`src/rtl/ufx_pkg.sv`:
```
package ufx_pkg;

   localparam logic [2:0] KIND_RX_BYTE = 3'd0;
   localparam logic [2:0] KIND_HOST_READ = 3'd1;
   localparam logic [2:0] KIND_HOST_FLUSH = 3'd2;
   localparam logic [2:0] KIND_HOST_WRITE = 3'd3;
   localparam logic [2:0] KIND_TX_SLOT = 3'd4;

   localparam logic [2:0] CSR_FLOW_ENABLE = 3'd0;
   localparam logic [2:0] CSR_XOFF_LEVEL = 3'd1;
   localparam logic [2:0] CSR_XON_LEVEL = 3'd2;
   localparam logic [2:0] CSR_COUNT_DROPS = 3'd3;
   localparam logic [2:0] CSR_COUNT_OVERRUNS = 3'd4;
   localparam logic [2:0] CSR_COUNT_FRAMING = 3'd5;
   localparam logic [2:0] CSR_TRACK_PEAK = 3'd6;

   localparam int unsigned CSR_INDEX_W = 3;
   localparam int unsigned CSR_DATA_W = 7;

   localparam logic [7:0] CHAR_XON = 8'h11;
   localparam logic [7:0] CHAR_XOFF = 8'h13;

   typedef struct packed {
      logic [2:0] kind;
      logic [7:0] data;
      logic overrun_flag;
      logic framing_flag;
   } ufx_req_type;

   typedef struct packed {
      logic read_valid;
      logic [7:0] read_data;
      logic [6:0] rx_fill;
      logic tx_valid;
      logic [7:0] tx_data;
      logic write_refused;
      logic [7:0] dropped_total;
      logic [7:0] overrun_total;
      logic [7:0] framing_total;
      logic [6:0] peak_fill;
      logic xoff_active;
   } ufx_rsp_type;

   typedef struct packed {
      logic load;
      logic exec;
   } ufx_cmd_type;

endpackage

```
`src/rtl/ufx_ctrl.sv`:
```
module ufx_ctrl (
   input logic clock,
   input logic reset,
   input logic req_valid,
   output logic req_ready,
   output logic rsp_valid,
   input logic rsp_ready,
   output ufx_pkg::ufx_cmd_type cmd
);
   import ufx_pkg::*;

   typedef enum logic {
      S_IDLE,
      S_EXEC
   } state_type;

   state_type state_ff, state_in;
   logic rsp_valid_ff, rsp_valid_in;
   logic accept;
   logic exec_go;

   assign req_ready = (state_ff == S_IDLE) && !reset;
   assign accept = req_valid && req_ready;
   // result register must be free (or emptying) before the update lands
   assign exec_go = (state_ff == S_EXEC) && (!rsp_valid_ff || rsp_ready);

   always_comb begin
      state_in = state_ff;
      case (state_ff)
         S_IDLE: begin
            if (accept) begin
               state_in = S_EXEC;
            end
         end
         S_EXEC: begin
            if (exec_go) begin
               state_in = S_IDLE;
            end
         end
         default: begin
            state_in = S_IDLE;
         end
      endcase
      if (exec_go) begin
         rsp_valid_in = 1'b1;
      end else if (rsp_ready) begin
         rsp_valid_in = 1'b0;
      end else begin
         rsp_valid_in = rsp_valid_ff;
      end
   end

   always_ff @(posedge clock) begin
      if (reset) begin
         state_ff <= S_IDLE;
         rsp_valid_ff <= 1'b0;
      end else begin
         state_ff <= state_in;
         rsp_valid_ff <= rsp_valid_in;
      end
   end

   assign rsp_valid = rsp_valid_ff;
   assign cmd.load = accept;
   assign cmd.exec = exec_go;

endmodule

```
`src/rtl/ufx_datapath.sv`:
```
module ufx_datapath #(
   parameter int unsigned RX_DEPTH = 128,
   parameter int unsigned TX_DEPTH = 32
) (
   input logic clock,
   input logic reset,
   input ufx_pkg::ufx_cmd_type cmd,
   input ufx_pkg::ufx_req_type req_payload,
   output ufx_pkg::ufx_rsp_type rsp_payload,
   input logic csr_wr_en,
   input logic [ufx_pkg::CSR_INDEX_W-1:0] csr_index,
   input logic [ufx_pkg::CSR_DATA_W-1:0] csr_wdata
);
   import ufx_pkg::*;

   localparam int unsigned RXP = $clog2(RX_DEPTH);
   localparam int unsigned TXP = $clog2(TX_DEPTH);
   localparam int unsigned CW = (RXP > 7) ? RXP : 7;

   typedef enum logic [1:0] {
      FLOW_XON_SENT,
      FLOW_XON_PENDING,
      FLOW_XOFF_SENT
   } flow_type;

   logic [7:0] rx_mem [RX_DEPTH];
   logic [7:0] tx_mem [TX_DEPTH];

   logic flow_en_ff;
   logic [6:0] xoff_lvl_ff;
   logic [6:0] xon_lvl_ff;
   logic cnt_drop_ff;
   logic cnt_ovr_ff;
   logic cnt_fe_ff;
   logic trk_peak_ff;

   ufx_req_type item_ff;
   logic [7:0] rx_rdata_ff;
   logic [7:0] tx_rdata_ff;
   ufx_rsp_type rsp_ff, rsp_in;

   logic [RXP-1:0] rx_wr_ff, rx_wr_in, rx_rd_ff, rx_rd_in;
   logic [TXP-1:0] tx_wr_ff, tx_wr_in, tx_rd_ff, tx_rd_in;
   flow_type flow_ff, flow_in;
   logic [7:0] drop_ff, drop_in;
   logic [7:0] ovr_ff, ovr_in;
   logic [7:0] fe_ff, fe_in;
   logic [6:0] peak_ff, peak_in;

   logic rx_we, tx_we;
   logic [RXP-1:0] fill_old, fill_rx, fill_rd, fill_new;
   logic rx_full, rx_empty, tx_full, tx_empty;
   logic [1:0] drop_inc;
   logic [6:0] fill_rx_clip;

   function automatic logic [RXP-1:0] rx_next(input logic [RXP-1:0] p);
      return (p == RXP'(RX_DEPTH - 1)) ? '0 : p + 1'b1;
   endfunction

   function automatic logic [TXP-1:0] tx_next(input logic [TXP-1:0] p);
      return (p == TXP'(TX_DEPTH - 1)) ? '0 : p + 1'b1;
   endfunction

   function automatic logic [RXP-1:0] fill_of(input logic [RXP-1:0] wr,
                                              input logic [RXP-1:0] rd);
      logic [RXP:0] diff;
      diff = {1'b0, wr} - {1'b0, rd};
      if (wr < rd) begin
         diff = diff + (RXP+1)'(RX_DEPTH);
      end
      return diff[RXP-1:0];
   endfunction

   function automatic logic [6:0] clip7(input logic [RXP-1:0] f);
      logic [CW-1:0] w;
      w = CW'(f);
      return (w > CW'(127)) ? 7'd127 : w[6:0];
   endfunction

   function automatic logic [7:0] sat8(input logic [7:0] v, input logic [1:0] inc);
      logic [8:0] s;
      s = {1'b0, v} + {7'd0, inc};
      return (s > 9'd255) ? 8'd255 : s[7:0];
   endfunction

   assign fill_old = fill_of(rx_wr_ff, rx_rd_ff);
   assign rx_full = (rx_next(rx_wr_ff) == rx_rd_ff);
   assign rx_empty = (rx_wr_ff == rx_rd_ff);
   assign tx_full = (tx_next(tx_wr_ff) == tx_rd_ff);
   assign tx_empty = (tx_wr_ff == tx_rd_ff);
   assign fill_rx = rx_full ? fill_old : fill_old + 1'b1;
   assign fill_rd = fill_old - 1'b1;
   assign fill_rx_clip = clip7(fill_rx);
   assign drop_inc = {1'b0, cnt_drop_ff && item_ff.overrun_flag}
                     + {1'b0, cnt_drop_ff && rx_full};

   always_comb begin
      rx_wr_in = rx_wr_ff;
      rx_rd_in = rx_rd_ff;
      tx_wr_in = tx_wr_ff;
      tx_rd_in = tx_rd_ff;
      flow_in = flow_ff;
      drop_in = drop_ff;
      ovr_in = ovr_ff;
      fe_in = fe_ff;
      peak_in = peak_ff;
      rx_we = 1'b0;
      tx_we = 1'b0;
      fill_new = fill_old;
      rsp_in = '0;
      case (item_ff.kind)
         KIND_RX_BYTE: begin
            drop_in = sat8(drop_ff, drop_inc);
            if (cnt_ovr_ff && item_ff.overrun_flag) begin
               ovr_in = sat8(ovr_ff, 2'd1);
            end
            if (cnt_fe_ff && item_ff.framing_flag) begin
               fe_in = sat8(fe_ff, 2'd1);
            end
            if (!rx_full) begin
               rx_we = 1'b1;
               rx_wr_in = rx_next(rx_wr_ff);
            end
            fill_new = fill_rx;
            if (trk_peak_ff && (fill_rx_clip > peak_ff)) begin
               peak_in = fill_rx_clip;
            end
            if (flow_en_ff && (flow_ff != FLOW_XOFF_SENT)
                && (CW'(fill_rx) >= CW'(xoff_lvl_ff))) begin
               flow_in = FLOW_XOFF_SENT;
               rsp_in.tx_valid = 1'b1;
               rsp_in.tx_data = CHAR_XOFF;
            end
         end
         KIND_HOST_READ: begin
            if (!rx_empty) begin
               rsp_in.read_valid = 1'b1;
               rsp_in.read_data = rx_rdata_ff;
               rx_rd_in = rx_next(rx_rd_ff);
               fill_new = fill_rd;
               if (flow_en_ff && (flow_ff == FLOW_XOFF_SENT)
                   && (CW'(fill_rd) < CW'(xon_lvl_ff))) begin
                  flow_in = FLOW_XON_PENDING;
               end
            end
         end
         KIND_HOST_FLUSH: begin
            rx_rd_in = rx_wr_ff;
            fill_new = '0;
            if (flow_en_ff && (flow_ff == FLOW_XOFF_SENT)) begin
               flow_in = FLOW_XON_PENDING;
            end
         end
         KIND_HOST_WRITE: begin
            if (tx_full) begin
               rsp_in.write_refused = 1'b1;
            end else begin
               tx_we = 1'b1;
               tx_wr_in = tx_next(tx_wr_ff);
            end
         end
         KIND_TX_SLOT: begin
            if (flow_en_ff && (flow_ff == FLOW_XON_PENDING)) begin
               rsp_in.tx_valid = 1'b1;
               rsp_in.tx_data = CHAR_XON;
               flow_in = FLOW_XON_SENT;
            end else if (!tx_empty) begin
               rsp_in.tx_valid = 1'b1;
               rsp_in.tx_data = tx_rdata_ff;
               tx_rd_in = tx_next(tx_rd_ff);
            end
         end
         default: begin
         end
      endcase
      rsp_in.rx_fill = clip7(fill_new);
      rsp_in.dropped_total = drop_in;
      rsp_in.overrun_total = ovr_in;
      rsp_in.framing_total = fe_in;
      rsp_in.peak_fill = peak_in;
      rsp_in.xoff_active = (flow_in == FLOW_XOFF_SENT);
   end

   always_ff @(posedge clock) begin
      if (reset) begin
         flow_en_ff <= 1'b1;
         xoff_lvl_ff <= 7'd16;
         xon_lvl_ff <= 7'd12;
         cnt_drop_ff <= 1'b1;
         cnt_ovr_ff <= 1'b1;
         cnt_fe_ff <= 1'b1;
         trk_peak_ff <= 1'b1;
      end else if (csr_wr_en) begin
         case (csr_index)
            CSR_FLOW_ENABLE: flow_en_ff <= csr_wdata[0];
            CSR_XOFF_LEVEL: xoff_lvl_ff <= csr_wdata[6:0];
            CSR_XON_LEVEL: xon_lvl_ff <= csr_wdata[6:0];
            CSR_COUNT_DROPS: cnt_drop_ff <= csr_wdata[0];
            CSR_COUNT_OVERRUNS: cnt_ovr_ff <= csr_wdata[0];
            CSR_COUNT_FRAMING: cnt_fe_ff <= csr_wdata[0];
            CSR_TRACK_PEAK: trk_peak_ff <= csr_wdata[0];
            default: begin
            end
         endcase
      end
   end

   always_ff @(posedge clock) begin
      if (reset) begin
         rx_wr_ff <= '0;
         rx_rd_ff <= '0;
         tx_wr_ff <= '0;
         tx_rd_ff <= '0;
         flow_ff <= FLOW_XON_SENT;
         drop_ff <= '0;
         ovr_ff <= '0;
         fe_ff <= '0;
         peak_ff <= '0;
      end else if (cmd.exec) begin
         rx_wr_ff <= rx_wr_in;
         rx_rd_ff <= rx_rd_in;
         tx_wr_ff <= tx_wr_in;
         tx_rd_ff <= tx_rd_in;
         flow_ff <= flow_in;
         drop_ff <= drop_in;
         ovr_ff <= ovr_in;
         fe_ff <= fe_in;
         peak_ff <= peak_in;
      end
   end

   // ring storage and payload registers, no reset
   always_ff @(posedge clock) begin
      if (cmd.load) begin
         item_ff <= req_payload;
         rx_rdata_ff <= rx_mem[rx_rd_ff];
         tx_rdata_ff <= tx_mem[tx_rd_ff];
      end
      if (cmd.exec && rx_we) begin
         rx_mem[rx_wr_ff] <= item_ff.data;
      end
      if (cmd.exec && tx_we) begin
         tx_mem[tx_wr_ff] <= item_ff.data;
      end
      if (cmd.exec) begin
         rsp_ff <= rsp_in;
      end
   end

   assign rsp_payload = rsp_ff;

endmodule

```
`src/rtl/uart_fifo_xon_xoff.sv`:
```
// Serial-port buffer pair (RX and TX rings) with XON/XOFF flow control.
// Request channel (req_*): one event per request - received byte, host read,
// host flush, host write or transmit slot - with the receiver error flags.
// Response channel (rsp_*): exactly one response per request, carrying the
// popped byte, the byte for the transmitter, RX fill, the saturating drop,
// overrun and framing counts, peak fill and the XOFF status.
// An accepted request first has both rings' synchronous memories read at
// their read pointers into registers; the update step then changes pointers,
// counters and flow state once the response register is free. A new request
// is taken only after the update of the previous one.
// A new request is taken while the previous response still waits; if the
// receiver stalls, the update cycle holds until the response register empties.
// Each ring holds depth minus one bytes.
// Reset: rings empty, counters and peak cleared, flow state XON sent, and all
// configuration registers at their defaults. Ring contents are not cleared.
// Users write configuration (csr_*) only while the block is idle; unenforced.
module uart_fifo_xon_xoff #(
   parameter int unsigned RX_DEPTH = 128,
   parameter int unsigned TX_DEPTH = 32
) (
   input logic clock,
   input logic reset,
   input logic req_valid,
   output logic req_ready,
   input ufx_pkg::ufx_req_type req_payload,
   output logic rsp_valid,
   input logic rsp_ready,
   output ufx_pkg::ufx_rsp_type rsp_payload,
   input logic csr_wr_en,
   input logic [ufx_pkg::CSR_INDEX_W-1:0] csr_index,
   input logic [ufx_pkg::CSR_DATA_W-1:0] csr_wdata
);
   import ufx_pkg::*;

   ufx_cmd_type cmd;

   ufx_ctrl u_ctrl (
      .clock(clock),
      .reset(reset),
      .req_valid(req_valid),
      .req_ready(req_ready),
      .rsp_valid(rsp_valid),
      .rsp_ready(rsp_ready),
      .cmd(cmd)
   );

   ufx_datapath #(
      .RX_DEPTH(RX_DEPTH),
      .TX_DEPTH(TX_DEPTH)
   ) u_datapath (
      .clock(clock),
      .reset(reset),
      .cmd(cmd),
      .req_payload(req_payload),
      .rsp_payload(rsp_payload),
      .csr_wr_en(csr_wr_en),
      .csr_index(csr_index),
      .csr_wdata(csr_wdata)
   );

endmodule
```
`config.mk`:
```
export PLATFORM = sky130hd
export DESIGN_NAME = uart_fifo_xon_xoff
export DESIGN_NICKNAME = d
export VERILOG_FILES = /design/src/rtl/ufx_pkg.sv /design/src/rtl/ufx_ctrl.sv /design/src/rtl/ufx_datapath.sv /design/src/rtl/uart_fifo_xon_xoff.sv
export SDC_FILE = /design/constraint.sdc
export NUM_CORES = 2
export LEC_CHECK = 0
export ABC_AREA = 1
export BUFFER_PORTS_ARGS = -buffer_cell sky130_fd_sc_hd__buf_2
export CAP_MARGIN = 20
export CORE_MARGIN = 8
export CORE_UTILIZATION = 35
export CTS_BUF_LIST = sky130_fd_sc_hd__clkbuf_8
export DETAILED_ROUTE_END_ITERATION = 12
export PLACE_DENSITY = 0.47
export SETUP_SLACK_MARGIN = 0.2
export SKIP_CTS_REPAIR_TIMING = 1
export SYNTH_ARGS = -nofsm -noshare
export SYNTH_HDL_FRONTEND = slang
export SYNTH_SLANG_ARGS = --single-unit
```
`constraint.sdc`:
```
create_clock -name clock -period 12.7 [get_ports clock]
set_input_delay 2.54 -clock clock [delete_from_list [all_inputs] [get_ports clock]]
set_output_delay 2.54 -clock clock [all_outputs]
set_load 0.005 [all_outputs]
```
==> summary.txt <==
Outcome = finished clean
Iter 0 DRT Violations = 4155
Max-Cap Viols = 0
Prevailing post-synth register cell = edfxtp_1
Register area share after synthesis = 72.6%
Topmost layer with routed signal wires = met4
Worst Setup Start Kind = register
GPL Wtd Cong = 0.824
Asr flop ratio synth = 0%
Metal3 WL = 11.7 mm
Core Box Area = 167000 µm²
Vias per std cell = 5.39
HPWL Detailed = 105 mm
Worst path arrival time = 6.39 ns
Die area = 181000 µm²
Worst EP required = 13.28 ns
Fmax = 172 MHz
Wire length on met2 = 83.4 mm
Leakage power = 22.0 nW
Post-route setup slack = 6.89 ns
Synth Area per Inst = 12.3 µm²
Nets@finish = 4930
H-tree levels = 4
First-pass GRT wire length = 264 mm
Share of cells above drive strength 1 = 9.90%
CTS clk-pin slew, worst paths = 0.07 ns
Clock Tree Buf Depth = 3
Post-synthesis cell type count = 53
Commonest non-fill, non-tap cell in the layout = edfxtp_1
Post-synth EDFFs = 1367
Final setup TNS = 0 ns
# rows = 150
Worst vdd ir = 0.118 mV
Chip Height = 426 µm
Vias in the first global route = 39000
HP Class = reg -> reg
Die Wd = 426 µm
Crit path time final = 5.81 ns
GRT Overall Usage = 19.4%
Slew HR = 29.6%
Worst-Margin Slew = 1.06 ns
Ys Warns = 0
Syn-to-layout area delta = 12.0%
Vias = 39200
Final Setup Violations = 0
Power density cells = 146 nW/µm²
CTS buffer count = 229
Fin crit share = 45.7%
Number of synthesized register bits = 1445
Initial antenna violation count = 5
# IOs = 88
Clock sink total = 1445
Max FO, Critical Path = 14
Critical path class = reg -> reg
CTS tree = built
Antenna Nets Post-Route = 0
Total grt overflow = 0
Residual DRC count = 0
Initial Util = 35.2%
Final Power = 9.58 mW
Most frequent cells in the layout = edfxtp_1 (1367), nor2_1 (879), o21ai_0 (760), nand2_1 (321), inv_1 (259)
IO buf count = 87
Largest net degree at the start of global routing = 166
RSZ-0062 raised after global routing = false
Wl on met1 = 82.1 mm
Routed wire length = 182 mm
Fill cells = 16000
Routed len/inst = 25.1 µm
Slew Limit Fails = 0
Cells after synthesis = 4769
Drt first pass iters = 6
Clock Latency Late Sink = 0.96 ns
Clock skew after layout = 0.0417 ns
Final hold vios = 0
Setup WS pre-CTS = 6.15 ns
Syn Nets = 4839
Min Hold Slack = 0.462 ns
Crit. End Element = register
Netlist Area Pre-Place = 58700 µm²
CTS root buf = clkbuf_8
[synth_stat cells, types with 6 or more instances]
master | instances | area share, %
clkbuf_1 | 277 | 1.8
nand2_2 | 14 | 0.15
nor3_1 | 19 | 0.16
inv_1 | 183 | 1.2
dfxtp_1 | 78 | 2.7
nand2_1 | 321 | 2.1
a21oi_1 | 101 | 0.86
inv_2 | 6 | 0.038
a31oi_1 | 18 | 0.19
nand3_1 | 177 | 1.5
xor2_1 | 28 | 0.42
nor2_1 | 881 | 5.6
buf_1 | 8 | 0.051
buf_2 | 14 | 0.12
o21ai_0 | 760 | 6.5
o22ai_1 | 202 | 2.2
o211ai_1 | 36 | 0.46
o221ai_1 | 125 | 1.9
ha_1 | 40 | 0.85
edfxtp_1 | 1367 | 70
nand4_1 | 44 | 0.47
a211oi_1 | 11 | 0.14
[critical path: stages, from the launching register on]
cell and delay, ns:
dfxtp_1 0.57, nand3_2 0.86, nor2_2 0.39, inv_2 0.15
nand2_1 0.09, nand3_1 0.13, nor2_1 0.15, nor2_2 0.08
nand2_4 0.11, inv_2 0.10, nor3_4 0.45, inv_2 0.35
nor2_1 0.76, nand2_1 0.54, nor2_1 0.68
[flip-flops by register name (all words and copies together), names as in the netlist, 2 cells and up]
register                count
u_datapath.drop_ff          8
u_datapath.fe_ff            8
u_datapath.flow_ff          2
u_datapath.item_ff         13
u_datapath.ovr_ff           8
u_datapath.peak_ff          7
u_datapath.rsp_payload     58
u_datapath.rx_mem        1024
u_datapath.rx_rd_ff         7
u_datapath.rx_rdata_ff      8
u_datapath.rx_wr_ff         7
u_datapath.tx_mem         256
u_datapath.tx_rd_ff         5
u_datapath.tx_rdata_ff      8
u_datapath.tx_wr_ff         5
u_datapath.xoff_lvl_ff      7
u_datapath.xon_lvl_ff       7
[logic make-up (layout without fill, tap and decap cells)]
| group | after synthesis | count (layout) | share of synthesized area [%] |
|---|---|---|---|
| DFF | 1445 | 1445 | 72.6 |
| xor gates and xnor gates | 30 | 30 | 0.448 |
| other | 0 | 2 | 0 |
| and+or+nand+nor | 1481 | 1481 | 10.4 |
| buffers and inverters | 495 | 787 | 3.21 |
| adders and majority gates | 42 | 42 | 0.921 |
| AOI/OAI and AO/OA | 1276 | 1276 | 12.5 |
[worst paths after layout]
path | from | end | slack (ns) | depth (start not counted)
setup / recovery | u_datapath.rx_wr_ff[1]$_SDFFE_PP0P_ | u_datapath.rx_mem[22][2]$_DFFE_PP_ | 6.89 | 14
hold / removal | u_datapath.xon_lvl_ff[5]$_SDFFE_PP0P_ | u_datapath.xon_lvl_ff[5]$_SDFFE_PP0P_ | 0.46 | 2
setup reg to reg | u_datapath.rx_wr_ff[1]$_SDFFE_PP0P_ | u_datapath.rx_mem[22][2]$_DFFE_PP_ | 6.89 | 14
hold reg to reg | u_datapath.xon_lvl_ff[5]$_SDFFE_PP0P_ | u_datapath.xon_lvl_ff[5]$_SDFFE_PP0P_ | 0.46 | 2
[per-layer routing]
metal | GRT usage, % | vias up
met1 | 27.4 | 19500
met2 | 30.7 | 1500
met3 | 3.35 | 310
met4 | 6.17 | 0
li1 | - | 17800
met5 | 0 | -
[cell type report]
class | count | area (µm²) | share of cell area [%]
sequential | 1445 | 42600 | 64.8
multi-input combinational | 2829 | 14200 | 21.7
clock buffer | 234 | 3220 | 4.90
tap | 2204 | 2760 | 4.19
clock inverter | 198 | 1130 | 1.72
timing repair buffer | 161 | 1040 | 1.59
inverter | 194 | 744 | 1.13
antenna | 2 | 5.00 | 0.00761
[power by group]
| part | internal, mW | switching [mW] |
|---|---|---|
| Sequential | 5.23 | 0.0271 |
| Combinational | 0.127 | 0.376 |
| Clock | 1.92 | 1.90 |
| Total | 7.28 | 2.30 |
[metrics by stage]
stage	utilization [%]	std cells	cell area [µm²]
global placement	36.8	6830	61400
global route	39.4	7266	65800
CTS	39.4	7263	65800
floorplan	-	4769	58700
finish	39.4	7267	65800
detailed placement	36.8	6831	61400
(Power assumes the default switching activity.)
